--- src/rtl/fhn_pkg.sv ---
// shared constants, types and the saturation helper for the fitzhugh-nagumo update block
// no dependencies

package fhn_pkg;

    localparam int FX_W         = 32;
    localparam int FRAC_BITS    = 24;
    localparam int IDX_W        = 10;
    localparam int NEURON_COUNT = 1024;
    localparam int ADDR_W       = $clog2(NEURON_COUNT);
    localparam int MAX_SUBSTEPS = 256;
    localparam int SUBSTEPS_W   = 9;
    localparam int STEP_W       = 25;
    localparam int CNT_W        = $clog2(MAX_SUBSTEPS + 1);
    localparam int OP_W         = FX_W + 1;
    localparam int PROD_W       = 2 * OP_W;
    localparam int WIDE_W       = PROD_W - FRAC_BITS + 1;
    localparam int STORE_W      = 2 * FX_W;
    localparam int CFG_IDX_W    = 3;

    localparam logic signed [FX_W-1:0]   FX_ONE   = FX_W'(64'sd1 <<< FRAC_BITS);
    localparam logic signed [FX_W-1:0]   FX_THIRD = FX_W'(((64'sd1 <<< FRAC_BITS) + 1) / 3);
    localparam logic signed [PROD_W-1:0] FX_HALF  = PROD_W'(64'sd1 <<< (FRAC_BITS - 1));
    localparam logic signed [WIDE_W-1:0] WIDE_MAX = (WIDE_W'(1) <<< (FX_W - 1)) - WIDE_W'(1);
    localparam logic signed [WIDE_W-1:0] WIDE_MIN = -(WIDE_W'(1) <<< (FX_W - 1));

    localparam logic signed [FX_W-1:0]       COEF_A_RST   = 32'sd11744051;
    localparam logic signed [FX_W-1:0]       COEF_B_RST   = 32'sd13421773;
    localparam logic signed [FX_W-1:0]       COEF_PHI_RST = 32'sd1342177;
    localparam logic [SUBSTEPS_W-1:0]        SUBSTEPS_RST = 9'd1;
    localparam logic [STEP_W-1:0]            STEP_RST     = 25'd16777216;

    typedef enum logic [CFG_IDX_W-1:0] {
        REG_COEF_A    = 3'd0,
        REG_COEF_B    = 3'd1,
        REG_COEF_PHI  = 3'd2,
        REG_SUBSTEPS  = 3'd3,
        REG_STEP_SIZE = 3'd4
    } cfg_index_t;

    typedef struct packed {
        logic signed [FX_W-1:0]  coef_a;
        logic signed [FX_W-1:0]  coef_b;
        logic signed [FX_W-1:0]  coef_phi;
        logic [SUBSTEPS_W-1:0]   substeps;
        logic [STEP_W-1:0]       step_size;
    } cfg_t;

    typedef struct packed {
        logic start;
        logic ack;
    } core_ctrl_t;

    typedef struct packed {
        logic busy;
        logic done;
    } core_stat_t;

    function automatic logic signed [FX_W-1:0] sat_fx(input logic signed [WIDE_W-1:0] v);
        logic signed [FX_W-1:0] r;
        if (v > WIDE_MAX)
            r = WIDE_MAX[FX_W-1:0];
        else if (v < WIDE_MIN)
            r = WIDE_MIN[FX_W-1:0];
        else
            r = v[FX_W-1:0];
        return r;
    endfunction

endpackage

--- src/rtl/fhn_euler_core.sv ---
// euler substep sequencer around one shared saturating q8.24 multiplier
// depends on fhn_pkg

module fhn_euler_core (
    input  logic                            clk,
    input  logic                            rst_n,
    input  fhn_pkg::cfg_t                   cfg,
    input  fhn_pkg::core_ctrl_t             ctrl,
    input  logic signed [fhn_pkg::FX_W-1:0] x_in,
    input  logic signed [fhn_pkg::FX_W-1:0] w_in,
    input  logic signed [fhn_pkg::FX_W-1:0] cur_in,
    output fhn_pkg::core_stat_t             stat,
    output logic signed [fhn_pkg::FX_W-1:0] x_out,
    output logic signed [fhn_pkg::FX_W-1:0] w_out,
    output logic                            fired
);

    typedef enum logic [1:0] {C_IDLE, C_RUN, C_DONE} state_t;

    // each phase issues one product; every phase but PH_SQ takes in the one issued the phase before
    typedef enum logic [2:0] {
        PH_SQ  = 3'd0,
        PH_BW  = 3'd1,
        PH_CU  = 3'd2,
        PH_DW  = 3'd3,
        PH_C   = 3'd4,
        PH_DWS = 3'd5,
        PH_DXS = 3'd6,
        PH_X   = 3'd7
    } phase_t;

    state_t                              state_reg;
    phase_t                              phase_reg;
    logic                                final_reg;
    logic [fhn_pkg::CNT_W-1:0]           cnt_reg;
    logic signed [fhn_pkg::FX_W-1:0]     x_reg;
    logic signed [fhn_pkg::FX_W-1:0]     w_reg;
    logic signed [fhn_pkg::FX_W-1:0]     cur_reg;
    logic signed [fhn_pkg::FX_W-1:0]     sq_reg;
    logic signed [fhn_pkg::FX_W-1:0]     t_reg;
    logic signed [fhn_pkg::FX_W-1:0]     cu_reg;
    logic signed [fhn_pkg::FX_W-1:0]     dw_reg;
    logic signed [fhn_pkg::FX_W-1:0]     dx_reg;
    logic                                fired_reg;
    logic signed [fhn_pkg::PROD_W-1:0]   prod_reg;

    logic signed [fhn_pkg::FX_W-1:0]     coef_a;
    logic signed [fhn_pkg::FX_W-1:0]     coef_b;
    logic signed [fhn_pkg::FX_W-1:0]     coef_phi;
    logic signed [fhn_pkg::OP_W-1:0]     step_op;
    logic signed [fhn_pkg::OP_W-1:0]     op_a;
    logic signed [fhn_pkg::OP_W-1:0]     op_b;
    logic signed [fhn_pkg::PROD_W-1:0]   prod_sh;
    logic signed [fhn_pkg::FX_W-1:0]     mres;
    logic signed [fhn_pkg::FX_W-1:0]     edge_val;
    logic [fhn_pkg::CNT_W-1:0]           n_clamp;

    assign coef_a   = cfg.coef_a;
    assign coef_b   = cfg.coef_b;
    assign coef_phi = cfg.coef_phi;
    assign step_op  = fhn_pkg::OP_W'($signed({1'b0, cfg.step_size}));

    assign n_clamp = (32'(cfg.substeps) > fhn_pkg::MAX_SUBSTEPS)
                   ? fhn_pkg::CNT_W'(fhn_pkg::MAX_SUBSTEPS)
                   : fhn_pkg::CNT_W'(cfg.substeps);

    // round to nearest, ties up, then saturate
    assign prod_sh = (prod_reg + fhn_pkg::FX_HALF) >>> fhn_pkg::FRAC_BITS;
    assign mres    = fhn_pkg::sat_fx(prod_sh[fhn_pkg::WIDE_W-1:0]);

    assign edge_val = fhn_pkg::sat_fx(fhn_pkg::WIDE_W'(x_reg) - fhn_pkg::WIDE_W'(mres));

    always_comb
    begin
        unique case (phase_reg)
            PH_SQ:
            begin
                op_a = fhn_pkg::OP_W'(x_reg);
                op_b = fhn_pkg::OP_W'(x_reg);
            end
            PH_BW:
            begin
                op_a = fhn_pkg::OP_W'(coef_b);
                op_b = fhn_pkg::OP_W'(w_reg);
            end
            PH_CU:
            begin
                op_a = fhn_pkg::OP_W'(sq_reg);
                op_b = fhn_pkg::OP_W'(x_reg);
            end
            PH_DW:
            begin
                op_a = fhn_pkg::OP_W'(coef_phi);
                op_b = fhn_pkg::OP_W'(t_reg);
            end
            PH_C:
            begin
                op_a = fhn_pkg::OP_W'(cu_reg);
                op_b = fhn_pkg::OP_W'(fhn_pkg::FX_THIRD);
            end
            PH_DWS:
            begin
                op_a = fhn_pkg::OP_W'(dw_reg);
                op_b = step_op;
            end
            PH_DXS:
            begin
                op_a = fhn_pkg::OP_W'(dx_reg);
                op_b = step_op;
            end
            PH_X:
            begin
                op_a = fhn_pkg::OP_W'(x_reg);
                op_b = fhn_pkg::OP_W'(x_reg);
            end
            default:
            begin
                op_a = '0;
                op_b = '0;
            end
        endcase
    end

    always_ff @(posedge clk or negedge rst_n)
    begin
        if (!rst_n)
        begin
            state_reg <= C_IDLE;
            phase_reg <= PH_SQ;
            final_reg <= 1'b0;
            cnt_reg   <= '0;
            x_reg     <= '0;
            w_reg     <= '0;
            cur_reg   <= '0;
            sq_reg    <= '0;
            t_reg     <= '0;
            cu_reg    <= '0;
            dw_reg    <= '0;
            dx_reg    <= '0;
            fired_reg <= 1'b0;
            prod_reg  <= '0;
        end
        else
        begin
            unique case (state_reg)
                C_IDLE:
                begin
                    if (ctrl.start)
                    begin
                        x_reg     <= x_in;
                        w_reg     <= w_in;
                        cur_reg   <= cur_in;
                        cnt_reg   <= n_clamp;
                        final_reg <= (n_clamp == '0);
                        phase_reg <= PH_SQ;
                        state_reg <= C_RUN;
                    end
                end
                C_RUN:
                begin
                    prod_reg  <= op_a * op_b;
                    phase_reg <= phase_t'(phase_reg + 3'd1);
                    unique case (phase_reg)
                        PH_BW:
                        begin
                            sq_reg <= mres;
                        end
                        PH_CU:
                        begin
                            t_reg <= fhn_pkg::sat_fx(fhn_pkg::WIDE_W'(x_reg)
                                                     + fhn_pkg::WIDE_W'(coef_a)
                                                     - fhn_pkg::WIDE_W'(mres));
                        end
                        PH_DW:
                        begin
                            cu_reg <= mres;
                        end
                        PH_C:
                        begin
                            dw_reg <= mres;
                        end
                        PH_DWS:
                        begin
                            dx_reg <= fhn_pkg::sat_fx(fhn_pkg::WIDE_W'(x_reg)
                                                      - fhn_pkg::WIDE_W'(mres)
                                                      - fhn_pkg::WIDE_W'(w_reg)
                                                      + fhn_pkg::WIDE_W'(cur_reg));
                            if (final_reg)
                            begin
                                fired_reg <= (w_reg > edge_val) && (x_reg > fhn_pkg::FX_ONE);
                                state_reg <= C_DONE;
                            end
                        end
                        PH_DXS:
                        begin
                            w_reg <= fhn_pkg::sat_fx(fhn_pkg::WIDE_W'(w_reg)
                                                     + fhn_pkg::WIDE_W'(mres));
                        end
                        PH_X:
                        begin
                            x_reg   <= fhn_pkg::sat_fx(fhn_pkg::WIDE_W'(x_reg)
                                                       + fhn_pkg::WIDE_W'(mres));
                            cnt_reg <= cnt_reg - fhn_pkg::CNT_W'(1);
                            if (cnt_reg == fhn_pkg::CNT_W'(1))
                            begin
                                final_reg <= 1'b1;
                            end
                        end
                        default:
                        begin
                        end
                    endcase
                end
                C_DONE:
                begin
                    if (ctrl.ack)
                    begin
                        state_reg <= C_IDLE;
                    end
                end
                default:
                begin
                    state_reg <= C_IDLE;
                end
            endcase
        end
    end

    assign stat.busy = (state_reg != C_IDLE);
    assign stat.done = (state_reg == C_DONE);
    assign x_out     = x_reg;
    assign w_out     = w_reg;
    assign fired     = fired_reg;

endmodule

--- config.mk ---
export PLATFORM = sky130hd
export DESIGN_NAME = fhn_euler_core
export DESIGN_NICKNAME = d
export VERILOG_FILES = /design/src/rtl/fhn_pkg.sv /design/src/rtl/fhn_euler_core.sv
export SDC_FILE = /design/constraint.sdc
export NUM_CORES = 2
export LEC_CHECK = 0
export ABC_AREA = 1
export BUFFER_PORTS_ARGS = -buffer_cell sky130_fd_sc_hd__buf_4
export CAP_MARGIN = 20
export CORE_MARGIN = 1
export CORE_UTILIZATION = 59
export DETAILED_ROUTE_END_ITERATION = 10
export PLACE_DENSITY = 0.8
export SETUP_SLACK_MARGIN = 0.2
export SYNTH_ARGS = -nofsm -noshare
export SYNTH_HDL_FRONTEND = slang
export SYNTH_SLANG_ARGS = --single-unit
--- constraint.sdc ---
create_clock -name clk -period 8.4 [get_ports clk]
set_clock_uncertainty 0.15 [all_clocks]
set_input_delay 1.26 -clock clk [delete_from_list [all_inputs] [get_ports clk]]
set_output_delay 1.26 -clock clk [all_outputs]
set_load 0.01 [all_outputs]
==> results of run 1 <==
==> through the flow <==
stage | setup slack, ns | TNS (ns) | instances
after CTS | -0.274 | -5.64 | 11020
after detailed placement | -1.04 | -32.27 | 10893
after floorplan | 0.207 | 0 | 8360
after global placement | -0.871 | -26.92 | 10892
==> Yosys cell counts, types with 8 or more instances <==
master    instances
o21ai_0         329
and3_1            9
o21ai_2          13
xnor2_1          63
clkinv_1         13
a31oi_1          27
nor2_1          642
xor2_1          149
o21ai_1          23
nand4_1          48
fa_1           1190
nand2_1        2241
buf_1            29
inv_1          1500
nand3b_1         12
nand3_1         190
ha_1            416
nand2_2           9
clkbuf_1        228
a21boi_0          8
inv_2            25
nand2_4          61
a21oi_1         405
nor3_1           56
a221oi_1         46
buf_2            51
o211ai_1         15
a21o_1           22
o21bai_1         20
dfrtp_1         315
a22o_1           14
or2_2            43
a211oi_1          8
nor4_1           26
a22oi_1          24
o21a_1           18
==> logic make-up after synthesis <==
family | after synthesis | synth area share
and+or+nand+nor | 3360 | 0.212
buffers and inverters | 1856 | 0.109
xor gates and xnor gates | 213 | 0.0287
AOI/OAI and AO/OA | 1010 | 0.0883
DFF | 315 | 0.120
adders and majority gates | 1606 | 0.442
==> layer usage <==
metal | GRT overflow | track usage
met1 | 2 | 0.718
met3 | 1 | 0.418
met4 | 14 | 0.488
met5 | 0 | 0.199
met2 | 32 | 0.799
==> timing repair <==
action	in CTS
gates cloned	4
pin swaps	123
setup buffers	55
hold buffers	0
setup endpoints to repair	61
gates resized for setup	426
==> impl.org, run 1 <==
** Synth
- Synthesis handed over a netlist of 8360 instances.
- Share of the synthesized area in the top cell type :: 0.363
- A synthesized cell averages 7.85 um2.
- Fraction of synthesis flops using an asynchronous set or reset pin :: 1.00
- The most used flip-flop cell after synthesis is dfrtp_1.
- Count of flip-flops with a built-in enable after synthesis :: 0
- The number of nets in the synthesized netlist is 10196.
- Number of warnings printed during yosys synthesis :: 0
- Cell type contributing the most total cell area after synthesis :: fa_1
- Yosys mapped the design onto 66 distinct sky130hd cell types.
- Of the synthesized area, sequential elements account for 0.120.
- Synth Register Bits :: 315
- Cells taking the most area after synthesis :: fa_1, nand2_1, dfrtp_1
- Synthesized area :: 65600 um2

** Timing
- After the last repair the worst path ends at a sequential cell input.
- Worst Endpoint after GRT Repair :: prod_reg[65]$_DFFE_PN0P_/D

** Clock tree
- Number of clock buffers inserted by TritonCTS :: 37
- CTS root buffer :: clkbuf_16
- CTS HTree Levels :: 2
- Number of clock sinks seen by CTS :: 315
- Buffer depth of the longest clock path :: 3

** Place
- HPWL reported at the end of detailed placement :: 251 mm
- During placement, the flow inserted port buffers numbering 296.
- At the end of routability-driven placement, the weighted congestion stood at 1.15.
- Standard cell area after detailed placement :: 77900 um2

** Run status
- The run stopped with a tool error.
- The first error in the log reads "[ERROR GRT-0232] Routing congestion too high. Check the congestion heatmap in the GUI".
- The flow stopped in 5_1_grt.

** GRT
- Global route overflow :: 49
- Global router's overall resource usage :: 0.630
- Entering global routing, the biggest net connects 77 pins.

** Floorplanning
- In this run the horizontal extent of the chip is 335 um.
- The initial utilization of the core area, before any placement, comes to 0.599.
- Number of primary I/O pins :: 297
- The floorplan has 121 rows.
- Die height :: 335 um
==> inputs of run 2 (changes only) <==
Settings changed: CORE_UTILIZATION 59 to 40, PLACE_DENSITY 0.8 to default, PLACE_DENSITY_LB_ADDON from default to 0.15, SETUP_SLACK_MARGIN 0.2 to default.
Clock period 8.4 ns to 10.9 ns, I/O delays scaled along.
==> impl.org, run 2 <==
** Run status
- Status :: finished clean

** Floorplanning
- The floorplan step defined a die boundary enclosing 166000 um2.
- The height of the die is 407 um (+21%).
- The I/O pin count came to 297 (unchanged).
- The initial standard-cell utilization of the core came to 0.403 (-0.196).
- Width of the die :: 407 um (+21%)
- Core box area :: 163000 um2
- Number of placement rows :: 148 (+22%)

** Timing
- Setup total negative slack on the finished layout was measured at 0 ns.
- Final hold vios :: 0
- Post-route minimum period :: 10.57 ns
- Slew at the pin with the worst max-slew slack :: 1.14 ns
- Maximum clock rate :: 94.6 MHz
- Worst rel slew slack :: 0.242
- Crit share post-route :: 0.970
- Setup violations remaining at the end of the flow were counted as 0.
- Setup repair after global routing left no endpoint under its margin.
- The count of final max-slew check failures is 0.

** Synth
- Net count after synthesis :: 10196 (unchanged)
- Share of synthesized area occupied by flip-flops and latches :: 0.120 (unchanged)
- The average instance area after synthesis is 7.85 um2 (unchanged).
- Ranked by total cell area, the synthesized netlist is headed by fa_1, nand2_1, dfrtp_1.
- In the synthesized netlist the dominant register cell turns out to be dfrtp_1.
- Most frequent cell after synthesis :: nand2_1
- The post-synthesis cell type count is 66 (unchanged).
- The number of register bits inferred by synthesis was 315 (unchanged).
- Fraction of synthesis flops using an asynchronous set or reset pin :: 1.00 (unchanged)
- The post-synthesis instance area is 65600 um2 (unchanged).
- After synthesis, the most frequently instantiated cells are nand2_1, inv_1, fa_1.
- The number of warnings printed during yosys synthesis is 0 (unchanged).
- Synth Instances :: 8360 (unchanged)
- Share of the synthesized area in the top cell type :: 0.363 (unchanged)
- Count of flip-flops with a built-in enable after synthesis :: 0 (unchanged)
- Cell type contributing the most total cell area after synthesis :: fa_1

** Clock tree
- The number of buffers added to fix hold violations after cts is 0 (unchanged).
- Number of clock sinks seen by CTS :: 315 (unchanged)
- CTS HTree Levels :: 2 (unchanged)
- Number of clock buffers inserted by TritonCTS :: 39 (+5.4%)
- CTS root buffer :: clkbuf_16
- Clock tree from TritonCTS :: done
- The later pin in the worst-skew pair is clocked with a latency of 0.65 ns.
- The deepest clock path buffer count is 3 (unchanged).
- Clk pin slew, worst setup/hold paths :: 0.07 ns

** Detailed routing
- Initial DRC Count :: 6313
- Detailed Route WL :: 310 mm
- Iteration count of the initial detailed-routing pass :: 6
- After detailed routing, the number of remaining DRC violations is 0.
- After detailed routing, the average wire length per cell comes to 28.5 um.
- Via-per-instance ratio :: 5.52
- Remaining antenna violation count after routing :: 0
- Via count of the routed design :: 60000

** Critical path
- Data arrives at the worst endpoint at 10.93 ns.
- The setup path with the least slack is of type reg2reg.
- STA classifies the critical path startpoint as a register.
- Crit path capture type :: register
- Counting cells, the worst reg-to-reg path comes to 33.
- Most used cell, CP :: fa_1
- The worst register-to-register path ends at prod_reg[44].
- FF-to-FF Start :: phase_reg[0]
- Data on the critical path is required at its endpoint by 11.26 ns.
- Slowest cell on the critical path :: clkinvlp_4
- Worst-case register-to-register setup slack :: 0.33 ns
- Buffering stage count on the worst path with inverters included :: 9
- Longest individual stage delay on the worst path :: 0.70 ns
- Family of cells with the greatest summed delay on the critical path :: adder cells
- Peak fanout along the critical path :: 20

** Place
- The final HPWL from detailed placement came to 264 mm (+5.4%).
- GPL Wtd Cong :: 1.05 (-8.3%)
- Number of buffer cells added on primary ports :: 296 (unchanged)

** Final layout
- The register with the most flip-flops in the layout has 43 of them.
- Area growth syn-to-layout :: 11.1%
- The library cell used most frequently in the layout, excluding fill and tap cells, is nand2_1.
- At the end of the flow, the number of nets in the layout was 10490.
- Most frequent cells in the layout :: nand2_1, inv_1, fa_1
- In the final layout, the share of cells above drive strength 1 is 0.0963.

** Job
- The tool flagged a number of max-cap violations equal to 0.

** Min path
- For hold timing, the worst endpoint is cu_reg[11].
- Along the worst hold path, the cell count comes to 2.
- The min-delay analysis places its worst path in the category reg2reg.
- Hold_sp :: cu_reg[11]

** GRT
- Largest net degree at the start of global routing :: 85
- Number of global-route vias before repair :: 59730
- Summed over all layers, the global routing overflow is 0.
- Number of antenna violations at the first check in global routing :: 28
- Global router's overall resource usage :: 0.376
- The first global-routing pass estimated 439 mm of wire.
-- run 2: cell counts after synthesis --
No cell type changed its count.
-- run 2: cell families (layout without fill, tap and decap cells) --
family          count (synthesis)  count (layout)  synth area share
compound gates               1010            1010            0.0883
xor+xnor                      213             213            0.0287
fa+ha+maj                    1606            1606             0.442
buf+inv                      1856            2179             0.109
flops                         315             315             0.120
other cells                     0              10                 0
simple gates                 3360            3360             0.212
-- run 2: layout make-up --
cell class              instances  area [um2]
flip-flops and latches        315        7880
well taps                    2175        2720
inverters                    1538        5800
clock inverters                22         317
multi-input cells            6189       50700
repair buffers                570        4410
repair inverters                1        7.51
fillers                     16779       89900
diodes                         10        25.0
clock buffers                  48        1060
-- run 2: worst max path at each step --
stage / startpoint / to / cells after the start
detailed placement: phase_reg[2] / prod_reg[44] / 36
global placement: phase_reg[2] / prod_reg[44] / 36
floorplan: cfg[9] / prod_reg[64] / 30
CTS: phase_reg[2] / prod_reg[44] / 36
global route: phase_reg[0] / prod_reg[63] / 36
finish: phase_reg[0] / prod_reg[44] / 33
-- run 2: repair_timing --
action	4_1_cts	5_1_grt
gates resized for setup	0	13
setup buffers	0	6
setup endpoints to repair	0	14
-- run 2: layer usage --
layer,part of all wire,track usage,vias up
li1,-,-,26093
met1,0.45,0.556,30720
met2,0.42,0.536,2792
met3,0.10,0.0963,377
met4,0.033,0.108,18
met5,0.00034,0,-
-- run 2: per-stage QoR --
step	util	instance area, um2	cells	setup slack (ns)	hold slack [ns]
after global placement	0.439	71400	10780	0.259	0.312
after CTS	0.447	72800	10850	0.321	0.333
after global routing	0.448	72900	10861	0.0122	0.347
final	0.448	72900	10868	0.328	0.332
after detailed placement	0.439	71400	10780	0.350	0.316
after floorplan	-	65600	8360	1.64	0.299
-- run 2: tightest hold or removal path: cells and delay by family (launching register included) --
family	cells	cell delay, ns
AND/OR/NAND/NOR	2	0.10
flip-flops	1	0.34
Power of run 2 is not shown: default switching activity piles up to over one toggle a cycle in this logic, so the estimate is an artifact.
