--- src/rtl/fhn_pkg.sv ---
// shared constants, types and the saturation helper for the fitzhugh-nagumo update block
// no dependencies

package fhn_pkg;

    localparam int FX_W         = 32;
    localparam int FRAC_BITS    = 24;
    localparam int IDX_W        = 10;
    localparam int NEURON_COUNT = 1024;
    localparam int ADDR_W       = $clog2(NEURON_COUNT);
    localparam int MAX_SUBSTEPS = 256;
    localparam int SUBSTEPS_W   = 9;
    localparam int STEP_W       = 25;
    localparam int CNT_W        = $clog2(MAX_SUBSTEPS + 1);
    localparam int OP_W         = FX_W + 1;
    localparam int PROD_W       = 2 * OP_W;
    localparam int WIDE_W       = PROD_W - FRAC_BITS + 1;
    localparam int STORE_W      = 2 * FX_W;
    localparam int CFG_IDX_W    = 3;

    localparam logic signed [FX_W-1:0]   FX_ONE   = FX_W'(64'sd1 <<< FRAC_BITS);
    localparam logic signed [FX_W-1:0]   FX_THIRD = FX_W'(((64'sd1 <<< FRAC_BITS) + 1) / 3);
    localparam logic signed [PROD_W-1:0] FX_HALF  = PROD_W'(64'sd1 <<< (FRAC_BITS - 1));
    localparam logic signed [WIDE_W-1:0] WIDE_MAX = (WIDE_W'(1) <<< (FX_W - 1)) - WIDE_W'(1);
    localparam logic signed [WIDE_W-1:0] WIDE_MIN = -(WIDE_W'(1) <<< (FX_W - 1));

    localparam logic signed [FX_W-1:0]       COEF_A_RST   = 32'sd11744051;
    localparam logic signed [FX_W-1:0]       COEF_B_RST   = 32'sd13421773;
    localparam logic signed [FX_W-1:0]       COEF_PHI_RST = 32'sd1342177;
    localparam logic [SUBSTEPS_W-1:0]        SUBSTEPS_RST = 9'd1;
    localparam logic [STEP_W-1:0]            STEP_RST     = 25'd16777216;

    typedef enum logic [CFG_IDX_W-1:0] {
        REG_COEF_A    = 3'd0,
        REG_COEF_B    = 3'd1,
        REG_COEF_PHI  = 3'd2,
        REG_SUBSTEPS  = 3'd3,
        REG_STEP_SIZE = 3'd4
    } cfg_index_t;

    typedef struct packed {
        logic signed [FX_W-1:0]  coef_a;
        logic signed [FX_W-1:0]  coef_b;
        logic signed [FX_W-1:0]  coef_phi;
        logic [SUBSTEPS_W-1:0]   substeps;
        logic [STEP_W-1:0]       step_size;
    } cfg_t;

    typedef struct packed {
        logic start;
        logic ack;
    } core_ctrl_t;

    typedef struct packed {
        logic busy;
        logic done;
    } core_stat_t;

    function automatic logic signed [FX_W-1:0] sat_fx(input logic signed [WIDE_W-1:0] v);
        logic signed [FX_W-1:0] r;
        if (v > WIDE_MAX)
            r = WIDE_MAX[FX_W-1:0];
        else if (v < WIDE_MIN)
            r = WIDE_MIN[FX_W-1:0];
        else
            r = v[FX_W-1:0];
        return r;
    endfunction

endpackage

--- src/rtl/fhn_if.sv ---


interface fhn_cfg_if;
    logic                          valid;
    logic                          ready;
    logic [fhn_pkg::CFG_IDX_W-1:0] index;
    logic [fhn_pkg::FX_W-1:0]      data;

    modport source (output valid, index, data, input ready);
    modport sink   (input valid, index, data, output ready);
endinterface

--- src/rtl/fhn_cfg_regs.sv ---
// model coefficient and substep registers behind the register write channel
// depends on fhn_pkg and fhn_if

module fhn_cfg_regs (
    input  logic           clk,
    input  logic           rst_n,
    fhn_cfg_if.sink        cfg,
    output fhn_pkg::cfg_t  regs
);

    fhn_pkg::cfg_t regs_reg;

    assign cfg.ready = 1'b1;
    assign regs      = regs_reg;

    always_ff @(posedge clk or negedge rst_n)
    begin
        if (!rst_n)
        begin
            regs_reg.coef_a    <= fhn_pkg::COEF_A_RST;
            regs_reg.coef_b    <= fhn_pkg::COEF_B_RST;
            regs_reg.coef_phi  <= fhn_pkg::COEF_PHI_RST;
            regs_reg.substeps  <= fhn_pkg::SUBSTEPS_RST;
            regs_reg.step_size <= fhn_pkg::STEP_RST;
        end
        else if (cfg.valid)
        begin
            unique case (cfg.index)
                fhn_pkg::REG_COEF_A:    regs_reg.coef_a    <= cfg.data;
                fhn_pkg::REG_COEF_B:    regs_reg.coef_b    <= cfg.data;
                fhn_pkg::REG_COEF_PHI:  regs_reg.coef_phi  <= cfg.data;
                fhn_pkg::REG_SUBSTEPS:  regs_reg.substeps  <= cfg.data[fhn_pkg::SUBSTEPS_W-1:0];
                fhn_pkg::REG_STEP_SIZE: regs_reg.step_size <= cfg.data[fhn_pkg::STEP_W-1:0];
                default:
                begin
                end
            endcase
        end
    end

endmodule

--- src/flat_wrapper.sv ---
// flat-port wrapper written by rule: the top's interface ports become plain ports
module fhn_cfg_regs_flat 
  (clk, rst_n, regs, cfg_valid, cfg_index, cfg_data, cfg_ready);
  fhn_cfg_if cfg_i ();
  input  logic clk;
  input  logic rst_n;
  output fhn_pkg::cfg_t regs;
  input wire logic [$bits(cfg_i.valid)-1:0] cfg_valid;
  input wire logic [$bits(cfg_i.index)-1:0] cfg_index;
  input wire logic [$bits(cfg_i.data)-1:0] cfg_data;
  output wire logic [$bits(cfg_i.ready)-1:0] cfg_ready;
  assign cfg_i.valid = cfg_valid;
  assign cfg_i.index = cfg_index;
  assign cfg_i.data = cfg_data;
  assign cfg_ready = cfg_i.ready;
  fhn_cfg_regs u_core (.clk(clk), .rst_n(rst_n), .cfg(cfg_i), .regs(regs));
endmodule
--- config.mk ---
export PLATFORM = sky130hd
export DESIGN_NAME = fhn_cfg_regs_flat
export DESIGN_NICKNAME = d
export VERILOG_FILES = /design/src/rtl/fhn_pkg.sv /design/src/rtl/fhn_if.sv /design/src/rtl/fhn_cfg_regs.sv /design/src/flat_wrapper.sv
export SDC_FILE = /design/constraint.sdc
export NUM_CORES = 1
export LEC_CHECK = 0
export BUFFER_PORTS_ARGS = -buffer_cell sky130_fd_sc_hd__clkbuf_2
export CORE_ASPECT_RATIO = 0.8
export CORE_MARGIN = 4
export CORE_UTILIZATION = 35
export CTS_BUF_LIST = sky130_fd_sc_hd__clkbuf_8
export CTS_CLUSTER_DIAMETER = 40
export CTS_CLUSTER_SIZE = 8
export DETAILED_ROUTE_END_ITERATION = 10
export HOLD_SLACK_MARGIN = 0.05
export PLACE_DENSITY_LB_ADDON = 0.15
export SLEW_MARGIN = 0
export SYNTH_ARGS = -nofsm -noshare
export SYNTH_HDL_FRONTEND = slang
export SYNTH_SLANG_ARGS = --single-unit
--- constraint.sdc ---
create_clock -name clk -period 0.8 [get_ports clk]
set_clock_uncertainty 0.05 [all_clocks]
set_input_delay 0.16 -clock clk [delete_from_list [all_inputs] [get_ports clk]]
set_output_delay 0.16 -clock clk [all_outputs]
set_load 0.01 [all_outputs]
# Word-level counts from Yosys, hierarchy flattened
# Index checks and enable logic that the tools add are counted.
[op_classes] reduce_logical=6 n_eq_ne=4
[op_table] operator="$reduce_and A2 Y1" count=5
[op_table] operator="$eq A3 B2 Y1 const B" count=2
[op_table] operator="$eq A3 B1 Y1 const B" count=1
[op_table] operator="$eq A3 B3 Y1 const B" count=1
[op_table] operator="$logic_not A3 Y1" count=1
[totals] regBits=130 wordCells=15

# Depth between registers and ports, before layout
# Gate-level depths: netlist (run 1).
[logic_depth] ltp_word=2 mapped_depth=4

# Least setup slack after synthesis (run 1)
# No wires, ideal clock.
[synth_timing] path_kind="input-to-reg" start="input port cfg_index[0]" end="register u_core.regs_reg, in the netlist u_core.regs[100]" t_arrival_ps=1083 setup_slack_ps=-458 t_required_ps=625 setup_ps=125 path_stages=3 cell_sequence="nor4b_4 buf_6 mux2_2"
[synth_between] elab_chain_len=2
[synth_rtl] element="from (decl)" line_no="flat_wrapper.sv:9" rtl="input wire logic [$bits(cfg_i.index)-1:0] cfg_index;"
[synth_rtl] element="$logic_not A3 Y1" line_no="fhn_cfg_regs.sv:28" rtl="unique case (cfg.index)"
[synth_rtl] element="$reduce_and A2 Y1 (no source line)"
[synth_rtl] element="to (decl)" line_no="fhn_cfg_regs.sv:11" rtl="fhn_pkg::cfg_t regs_reg;"
# Every way passes these cells.
# A chain may end at the register's enable or synchronous reset.

# Worst setup path after layout (run 1)
[layout_timing] start="register u_core.regs_reg, in the netlist u_core.regs[45]" end="output port regs[45] in the netlist's numbering"
[layout_lines] element="to (decl)" line_no="flat_wrapper.sv:7" rtl="output fhn_pkg::cfg_t regs;"
# No word-level cell between the ends.

==> PnR_summary.wiki, run 1 <==
{| class="wikitable"
! Metric !! Value
|-
| Max cap viols || 0
|-
| # diodes || 0
|-
| Overall die area || roughly 17000 sq um
|-
| Final Setup Violations || 255
|-
| Via count of the routed design || about 3.6k
|-
| Critical-path top delay cell || sky130_fd_sc_hd__dfstp_2
|-
| Width of the die || about 140 um
|-
| Clock root buffer || sky130_fd_sc_hd__clkbuf_8
|-
| Mean routed wirelength per cell || between 20 and 25 um
|-
| Drt pass-1 iters || 5
|-
| Die span in y || 116.7 um
|-
| Max Clk Rate || ~760 MHz
|-
| Static leakage || 4.249 nW
|-
| Syn Nets || 319
|-
| Critical Path AT || between 1 and 1.5 ns
|-
| Hold Slack || -0.02677 ns
|-
| Fin worst setup slack || -0.5145 ns
|-
| Violations in the final reports || hold timing, setup timing
|-
| Post-Layout Cell Count || 778
|-
| Seq pwr share || 0.399
|-
| Synth cell types || 14
|-
| Area growth from synthesis to final layout || 68.54%
|-
| Pin count of the biggest net entering global routing || 50
|-
| Routability-driven placement congestion ratio || roughly 0.73
|-
| Input/output buffers || between 150 and 200
|-
| Switch share || 0.2664
|-
| Remaining routing DRC violations || 0
|-
| Leading area contributor after synthesis || sky130_fd_sc_hd__dfrtp_1
|-
| Nature of the critical path endpoint || primary output
|-
| Commonest non-fill, non-tap cell in the layout || sky130_fd_sc_hd__mux2_4
|-
| Logic depth of the worst register-to-register path || 3
|-
| Shortest clock period the worst path allows after layout || about 1.3 ns
|-
| Number of violations reported at the end of detailed-routing iteration 0 || 91
|-
| Number of global-route vias before repair || a little under 4k
|-
| Cell area after synthesis || approximately 5200 sq um
|-
| Pwr/cell area || about 2700 nW/um^2
|-
| Sequential fraction of the synthesis area || 0.6387
|-
| Maximum buffer depth of the clock tree || 2
|-
| Effective utilization at floorplan || 0.3591
|-
| Instance count after placement with tap cells included || approximately 630
|-
| Kind of critical path || reg -> out
|-
| Sum of overflow across all layers after global routing || 0
|-
| Fraction of the cycle the final worst path needs || 1.643
|-
| CTS hold repair buffers || 19
|-
| YS warnings || 0
|-
| Avg Inst Size Synth || 18.40 sq um
|-
| Max Transition Viols Final || 0
|-
| CTS Buf Count || 17
|-
| Final standard cell area without fillers || 8713 sq um
|-
| Global-route wire length before repair || 23.17 mm
|-
| Flip-flop count of the largest register after layout || 130
|-
| Setup repair after global routing missed its margin || true
|-
| Critical Path RT || roughly 0.59 ns
|-
| Minimum setup slack after placement || -0.7078 ns
|-
| Clock transition time at the flip-flop clock pins of the worst setup and hold paths || 0.08 ns
|-
| Number of vias per cell || 4.598
|-
| Top Family by Delay on Critical Path || flip-flops
|-
| Worst Hold Class || in -> reg
|-
| Area of the core region || approximately 14000 sq um
|-
| Hold Path Depth || 2
|-
| Max stage delay on crit path || 0.57 ns
|-
| Part of the total power dissipated in combinational logic || 0.319
|-
| Ranking of synthesized cells by area || sky130_fd_sc_hd__dfrtp_1 (44%), sky130_fd_sc_hd__dfstp_2 (20%), sky130_fd_sc_hd__mux2_2 (18%)
|-
| Critical path depth in cells || 1
|-
| Antenna-violating nets left || 0
|-
| Proportion of power drawn by the clock network || 0.282
|-
| GRT Total Usage || 0.1883
|-
| Power spent charging and discharging nets || about 6.3 mW
|-
| Initial antenna violation count || 0
|-
| Number of clock sinks || between 100 and 150
|-
| Commonest non-fill, non-tap cells in the layout || sky130_fd_sc_hd__mux2_4 (126), sky130_fd_sc_hd__clkbuf_2 (108), sky130_fd_sc_hd__dfrtp_1 (91)
|-
| Placement row count || 39
|-
| Buffers and inverters on the worst path || 1
|-
| Filler cell count in the final layout || between 1k and 1.5k
|-
| HPWL after DPL || between 8 and 9 mm
|-
| Source-to-sink clock delay at the later pin of the worst-skew pair || between 0.4 and 0.5 ns
|-
| Final WL || 15.78 mm
|-
| Worst-path cell chain || buf_6
|-
| CTS tree || built
|-
| Power consumption || around 24 mW
|-
| Total I/O pin count || between 150 and 200
|-
| Top-area cell type share of the netlist area || 0.4405
|-
| Category of the worst setup path launch point || flop
|-
| Number of cells produced by synthesis || about 280
|-
| Placed Instance Area || roughly 6600 sq um
|-
| Count of state elements after synthesis || 130
|-
| Top fanout value on the critical path || 2
|-
| Pint || around 17 mW
|-
| Outcome || finished, violations left
|-
| Share of layout cells above drive strength 1 || 0.8114
|-
| Worst ir drop on vdd || roughly 1.2 mV
|-
| Post-layout net count || 619
|-
| Number of levels in the clock H-tree || 4
|-
| Endpoints failing hold || 30
|}
[final timing paths]
check                           startpoint  slack, ns          endpoint
setup reg to reg            u_core.regs[0]      -0.25    u_core.regs[0]
setup / recovery           u_core.regs[45]      -0.51          regs[45]
hold / removal                cfg_data[27]      -0.03   u_core.regs[61]
max in group asynchronous            rst_n       0.05  u_core.regs[118]
min in group asynchronous            rst_n       0.29   u_core.regs[26]
hold reg to reg            u_core.regs[33]       0.46   u_core.regs[33]
[what timing repair did]
| action | 4_1_cts | 5_1_grt |
|---|---|---|
| gates cloned | 11 | 1 |
| gates resized for setup | 51 | 131 |
| pin swaps | 4 | 3 |
| hold endpoints to repair | 258 | 64 |
| endpoints found under the setup margin | 254 | 258 |
| buffers inserted | 66 | 35 |
[metrics by stage]
stage / setup TNS (ns) / utilization
final: -75.87 / 0.6053
after global routing: -82.37 / 0.6053
after CTS: -78.52 / 0.5786
after detailed placement: -82.81 / 0.4568
after global placement: -81.04 / 0.4568
after floorplan: -46.97 / -
[worst reg2reg max path, stage by stage (launching register included)]
cell	delay (ns)
sky130_fd_sc_hd__dfrtp_1	0.41
sky130_fd_sc_hd__buf_6	0.13
sky130_fd_sc_hd__buf_6	0.10
sky130_fd_sc_hd__mux2_4	0.25
[power by group through the flow]
stage | combinational [mW] | clock (mW) | sequential (mW)
global placement | 4.99 | 0 | 9.32
global route | 8.02 | 7.07 | 9.60
floorplan | 2.14 | 0 | 9.90
CTS | 6.49 | 6.80 | 9.24
finish | 7.53 | 6.66 | 9.43
detailed placement | 5.06 | 0 | 9.34
[kinds of logic after synthesis]
| kind of cell | synth area share |
|---|---|
| mux | 0.3122 |
| flops | 0.6387 |
| buf+inv | 0.03412 |
| simple gates | 0.01428 |
| other cells | 0.0007253 |
[layer usage]
| metal | share of wire | vias to the layer above | wire length (um) | track usage |
|---|---|---|---|---|
| li1 | - | 1592 | - | - |
| met1 | 0.44 | 1854 | 6919 | 0.2431 |
| met2 | 0.49 | 111 | 7787 | 0.3125 |
| met3 | 0.053 | 20 | 837 | 0.05158 |
| met4 | 0.015 | 0 | 240 | 0.05583 |
| met5 | 0 | - | 0 | 0 |
[synthesized netlist by cell type]
| master | instances |
|---|---|
| sky130_fd_sc_hd__mux2_4 | 40 |
| sky130_fd_sc_hd__dfrtp_1 | 91 |
| sky130_fd_sc_hd__buf_4 | 1 |
| sky130_fd_sc_hd__buf_12 | 2 |
| sky130_fd_sc_hd__dfstp_2 | 39 |
| sky130_fd_sc_hd__nor4b_4 | 1 |
| sky130_fd_sc_hd__mux2_1 | 7 |
| sky130_fd_sc_hd__nand4b_2 | 1 |
| sky130_fd_sc_hd__conb_1 | 1 |
| sky130_fd_sc_hd__and4bb_1 | 2 |
| sky130_fd_sc_hd__buf_6 | 11 |
| sky130_fd_sc_hd__mux2_2 | 83 |
| sky130_fd_sc_hd__nor4bb_1 | 1 |
| sky130_fd_sc_hd__buf_2 | 1 |
[layout make-up]
class	instances	area, sq um	area share
clock inverter	12	202.7	0.02326
multi-input combinational	136	2046	0.2348
timing repair buffer	296	2658	0.3050
sequential	130	3302	0.3789
clock buffer	20	275.3	0.03159
tap	184	230.2	0.02642
Power figures use the tool's default switching activity.
==> run 2, diff against run 1 <==
--- a/config.mk
+++ b/config.mk
@@ -5,6 +5,7 @@
 export SDC_FILE = /design/constraint.sdc
 export NUM_CORES = 1
 export LEC_CHECK = 0
+export ABC_AREA = 1
 export BUFFER_PORTS_ARGS = -buffer_cell sky130_fd_sc_hd__clkbuf_2
 export CORE_ASPECT_RATIO = 0.8
 export CORE_MARGIN = 4
==> PnR_summary.wiki, run 2 <==
{| class="wikitable"
! Metric !! Value
|-
| Pwr/cell area || 2392 nW/um^2 (-12%)
|-
| Remaining routing DRC violations || 0 (unchanged)
|-
| Clock root buffer || sky130_fd_sc_hd__clkbuf_8
|-
| Flop2flop setup slack || -0.10 ns (+0.15 ns)
|-
| Antenna-violating nets left || 0 (unchanged)
|-
| Via count of the routed design || 4994 (+40%)
|-
| Fraction of the cycle the final worst path needs || 1.674 (+0.03090)
|-
| Input/output buffers || 167 (unchanged)
|-
| Leading area contributor after synthesis || sky130_fd_sc_hd__dfrtp_1
|-
| Static leakage || 4.475 nW (+5.3%)
|-
| Category of the worst setup path launch point || flop
|-
| Crit Reg-Reg Startpoint || u_core.regs[76]
|-
| Most numerous cell types in the synthesized netlist || sky130_fd_sc_hd__nand2_1 (265), sky130_fd_sc_hd__nand3_1 (130), sky130_fd_sc_hd__dfrtp_1 (91)
|-
| Pin count of the biggest net entering global routing || 50 (unchanged)
|-
| Logic depth of the worst register-to-register path || 3 (unchanged)
|-
| Post-Layout Cell Count || 1047 (+35%)
|-
| Sum of overflow across all layers after global routing || 0 (unchanged)
|-
| CTS tree || built
|-
| Max Clk Rate || 746.7 MHz (-1.8%)
|-
| Effective utilization at floorplan || 0.3602 (+0.001039)
|-
| Ranking of synthesized cells by area || sky130_fd_sc_hd__dfrtp_1 (44%), sky130_fd_sc_hd__dfstp_2 (20%), sky130_fd_sc_hd__nand2_1 (19%)
|-
| Die span in y || 117.0 um (+0.29%)
|-
| Instance count after placement with tap cells included || 924 (+46%)
|-
| Number of violations reported at the end of detailed-routing iteration 0 || 319 (+250%)
|-
| Endpoints failing hold || 0 (-100%)
|-
| Syn Nets || 612 (+92%)
|-
| Avg Inst Size Synth || 9.064 sq um (-51%)
|-
| Top fanout value on the critical path || 2 (unchanged)
|-
| Fin worst setup slack || -0.5393 ns (-0.02472 ns)
|-
| Number of global-route vias before repair || 4821 (+24%)
|-
| HPWL after DPL || 11.30 mm (+32%)
|-
| GRT Total Usage || 0.2006 (+0.01221)
|-
| Final total negative setup slack || -53.38 ns (+22.49 ns)
|-
| Outcome || finished, violations left
|-
| Max stage delay on crit path || 0.58 ns (about the same)
|-
| Number of cells produced by synthesis || 574 (+100%)
|-
| Number of vias per cell || 4.770 (+3.7%)
|-
| YS warnings || 0 (unchanged)
|-
| Overall die area || 16890 sq um (+0.59%)
|-
| Final WL || 17.02 mm (+7.8%)
|-
| # diodes || 0 (unchanged)
|-
| Share of layout cells above drive strength 1 || 0.4751 (-0.3364)
|-
| Count of state elements after synthesis || 130 (unchanged)
|-
| Endpoint of the most critical register-to-register path || u_core.regs[76]
|-
| Async set-reset flop share out of synthesis || 1.000 (unchanged)
|-
| Maximum buffer depth of the clock tree || 2 (unchanged)
|-
| Nature of the critical path endpoint || primary output
|-
| Top-area cell type share of the netlist area || 0.4377 (-0.002754)
|-
| CTS Buf Count || 17 (unchanged)
|-
| Violations in the final reports || setup timing
|-
| Shortest clock period the worst path allows after layout || 1.339 ns (+0.02472 ns)
|-
| Routability-driven placement congestion ratio || 0.8235 (+12%)
|-
| Total I/O pin count || 169 (unchanged)
|-
| Number of levels in the clock H-tree || 4 (unchanged)
|-
| Worst ir drop on vdd || 1.272 mV (+4.9%)
|-
| Crit path to || regs[76]
|-
| Mean routed wirelength per cell || 16.25 um (-20%)
|-
| Sequential fraction of the synthesis area || 0.6347 (-0.003994)
|-
| Most common cell in the synthesized netlist || sky130_fd_sc_hd__nand2_1
|-
| Final core utilization || 0.5836 (-0.02171)
|-
| Initial antenna violation count || 0 (unchanged)
|-
| Minimum setup slack after placement || -0.4020 ns (+0.3059 ns)
|-
| Post-layout net count || 888 (+43%)
|-
| Cell area after synthesis || 5202 sq um (+0.63%)
|-
| Final Setup Violations || 142 (-44%)
|-
| Commonest non-fill, non-tap cells in the layout || sky130_fd_sc_hd__nand2_1 (224), sky130_fd_sc_hd__clkbuf_2 (114), sky130_fd_sc_hd__nand3_1 (100)
|-
| Commonest non-fill, non-tap cell in the layout || sky130_fd_sc_hd__nand2_1
|-
| Setup repair after global routing missed its margin || true
|-
| Area growth from synthesis to final layout || 62.02%
|-
| Critical Path AT || 1.13 ns (+0.03 ns)
|-
| CP startpoint || u_core.regs[76]
|-
| Placement row count || 39 (unchanged)
|-
| Kind of critical path || reg -> out
|-
| Max Transition Viols Final || 0 (unchanged)
|-
| Drt pass-1 iters || 6 (+1)
|-
| Critical Path RT || 0.59 ns (about the same)
|-
| Critical-path top delay cell || sky130_fd_sc_hd__dfstp_2
|-
| Global-route wire length before repair || 26.03 mm (+12%)
|-
| Worst-path cell chain || buf_6
|-
| Source-to-sink clock delay at the later pin of the worst-skew pair || 0.43 ns (about the same)
|-
| Critical path depth in cells || 1 (unchanged)
|-
| Top Family by Delay on Critical Path || flip-flops
|-
| Clock transition time at the flip-flop clock pins of the worst setup and hold paths || 0.08 ns (about the same)
|-
| Count of flip-flops with a built-in enable after synthesis || 0 (unchanged)
|-
| Synth cell types || 16 (+2)
|-
| Worst Hold Class || in -> reg
|-
| Max cap viols || 0 (unchanged)
|-
| Top FF cell, synth || sky130_fd_sc_hd__dfrtp_1
|-
| Buffers and inverters on the worst path || 1 (unchanged)
|-
| Area of the core region || 14440 sq um (+0.34%)
|-
| Flip-flop count of the largest register after layout || 130 (unchanged)
|-
| Width of the die || 144.3 um (+0.30%)
|-
| Number of clock sinks || 130 (unchanged)
|}
-- run 2: cell types whose count changed in the layout (fill, tap and decap cells not counted), moves of 30 or more --
| cell | before | now |
|---|---|---|
| sky130_fd_sc_hd__nand3_2 | 0 | 30 |
| sky130_fd_sc_hd__nand2_1 | 0 | 224 |
| sky130_fd_sc_hd__nand3_1 | 0 | 100 |
| sky130_fd_sc_hd__mux2_4 | 126 | 0 |
| sky130_fd_sc_hd__nand2_2 | 0 | 38 |
-- run 2: routing by layer --
metal  GRT usage  routed length, um  up-vias
met1      0.2813               7594     2406
met2      0.3033               7894      185
met3     0.05849               1310       18
met5           0                  0        -
li1            -                  -     2385
met4     0.06091                216        0
-- run 2: cells by family (layout without fill, tap and decap cells) --
group,after synthesis,after routing,synth area share
simple gates,400,400,0.3223
flops,130,130,0.6347
buf+inv,43,332,0.04233
other cells,1,1,0.0007208
-- run 2: repair_timing --
item	CTS	global route
buffers inserted	36	29
resized for setup	5	171
pin swaps	1	29
hold endpoints to repair	260	0
gates cloned	0	0
setup endpoints to repair	131	161
hold buffers	33	0
-- run 2: where the power goes --
part           switching, mW  internal (mW)  total [mW]  leakage [nW]
logic                   2.71           3.16        5.87          2.71
clock network           2.48           2.80        5.28         0.213
registers              0.928           8.09        9.02          1.55
-- run 2: worst min-delay path by stage --
stage,from,endpoint,slack (ns),cells after the start
global route,cfg_data[3],u_core.regs[69],0.17,3
CTS,cfg_index[1],u_core.regs[25],0.13,6
global placement,rst_n,u_core.regs[122],0.16,2
floorplan,rst_n,u_core.regs[0],-0.19,0
finish,cfg_index[1],u_core.regs[25],0.17,6
detailed placement,rst_n,u_core.regs[122],0.16,2
-- run 2: area by class of cell --
cell class	instances	area, sq um
repair buffers	296	2527
multi-input cells	401	1973
clock inverters	10	70.07
flip-flops and latches	130	3302
clock buffers	22	302.8
fillers	1238	6015
well taps	184	230.2
inverters	4	23.77
-- run 2: stage by stage --
stage	hold WS, ns	cell area (sq um)	power (mW)
5_1_grt	0.1691	8429	21.28
3_3_place_gp	0.1567	6755	12.96
4_1_cts	0.1337	7761	19.05
2_1_floorplan	-0.1856	5534	10.75
6_report	0.1741	8429	20.16
3_5_place_dp	0.1574	6755	13.05
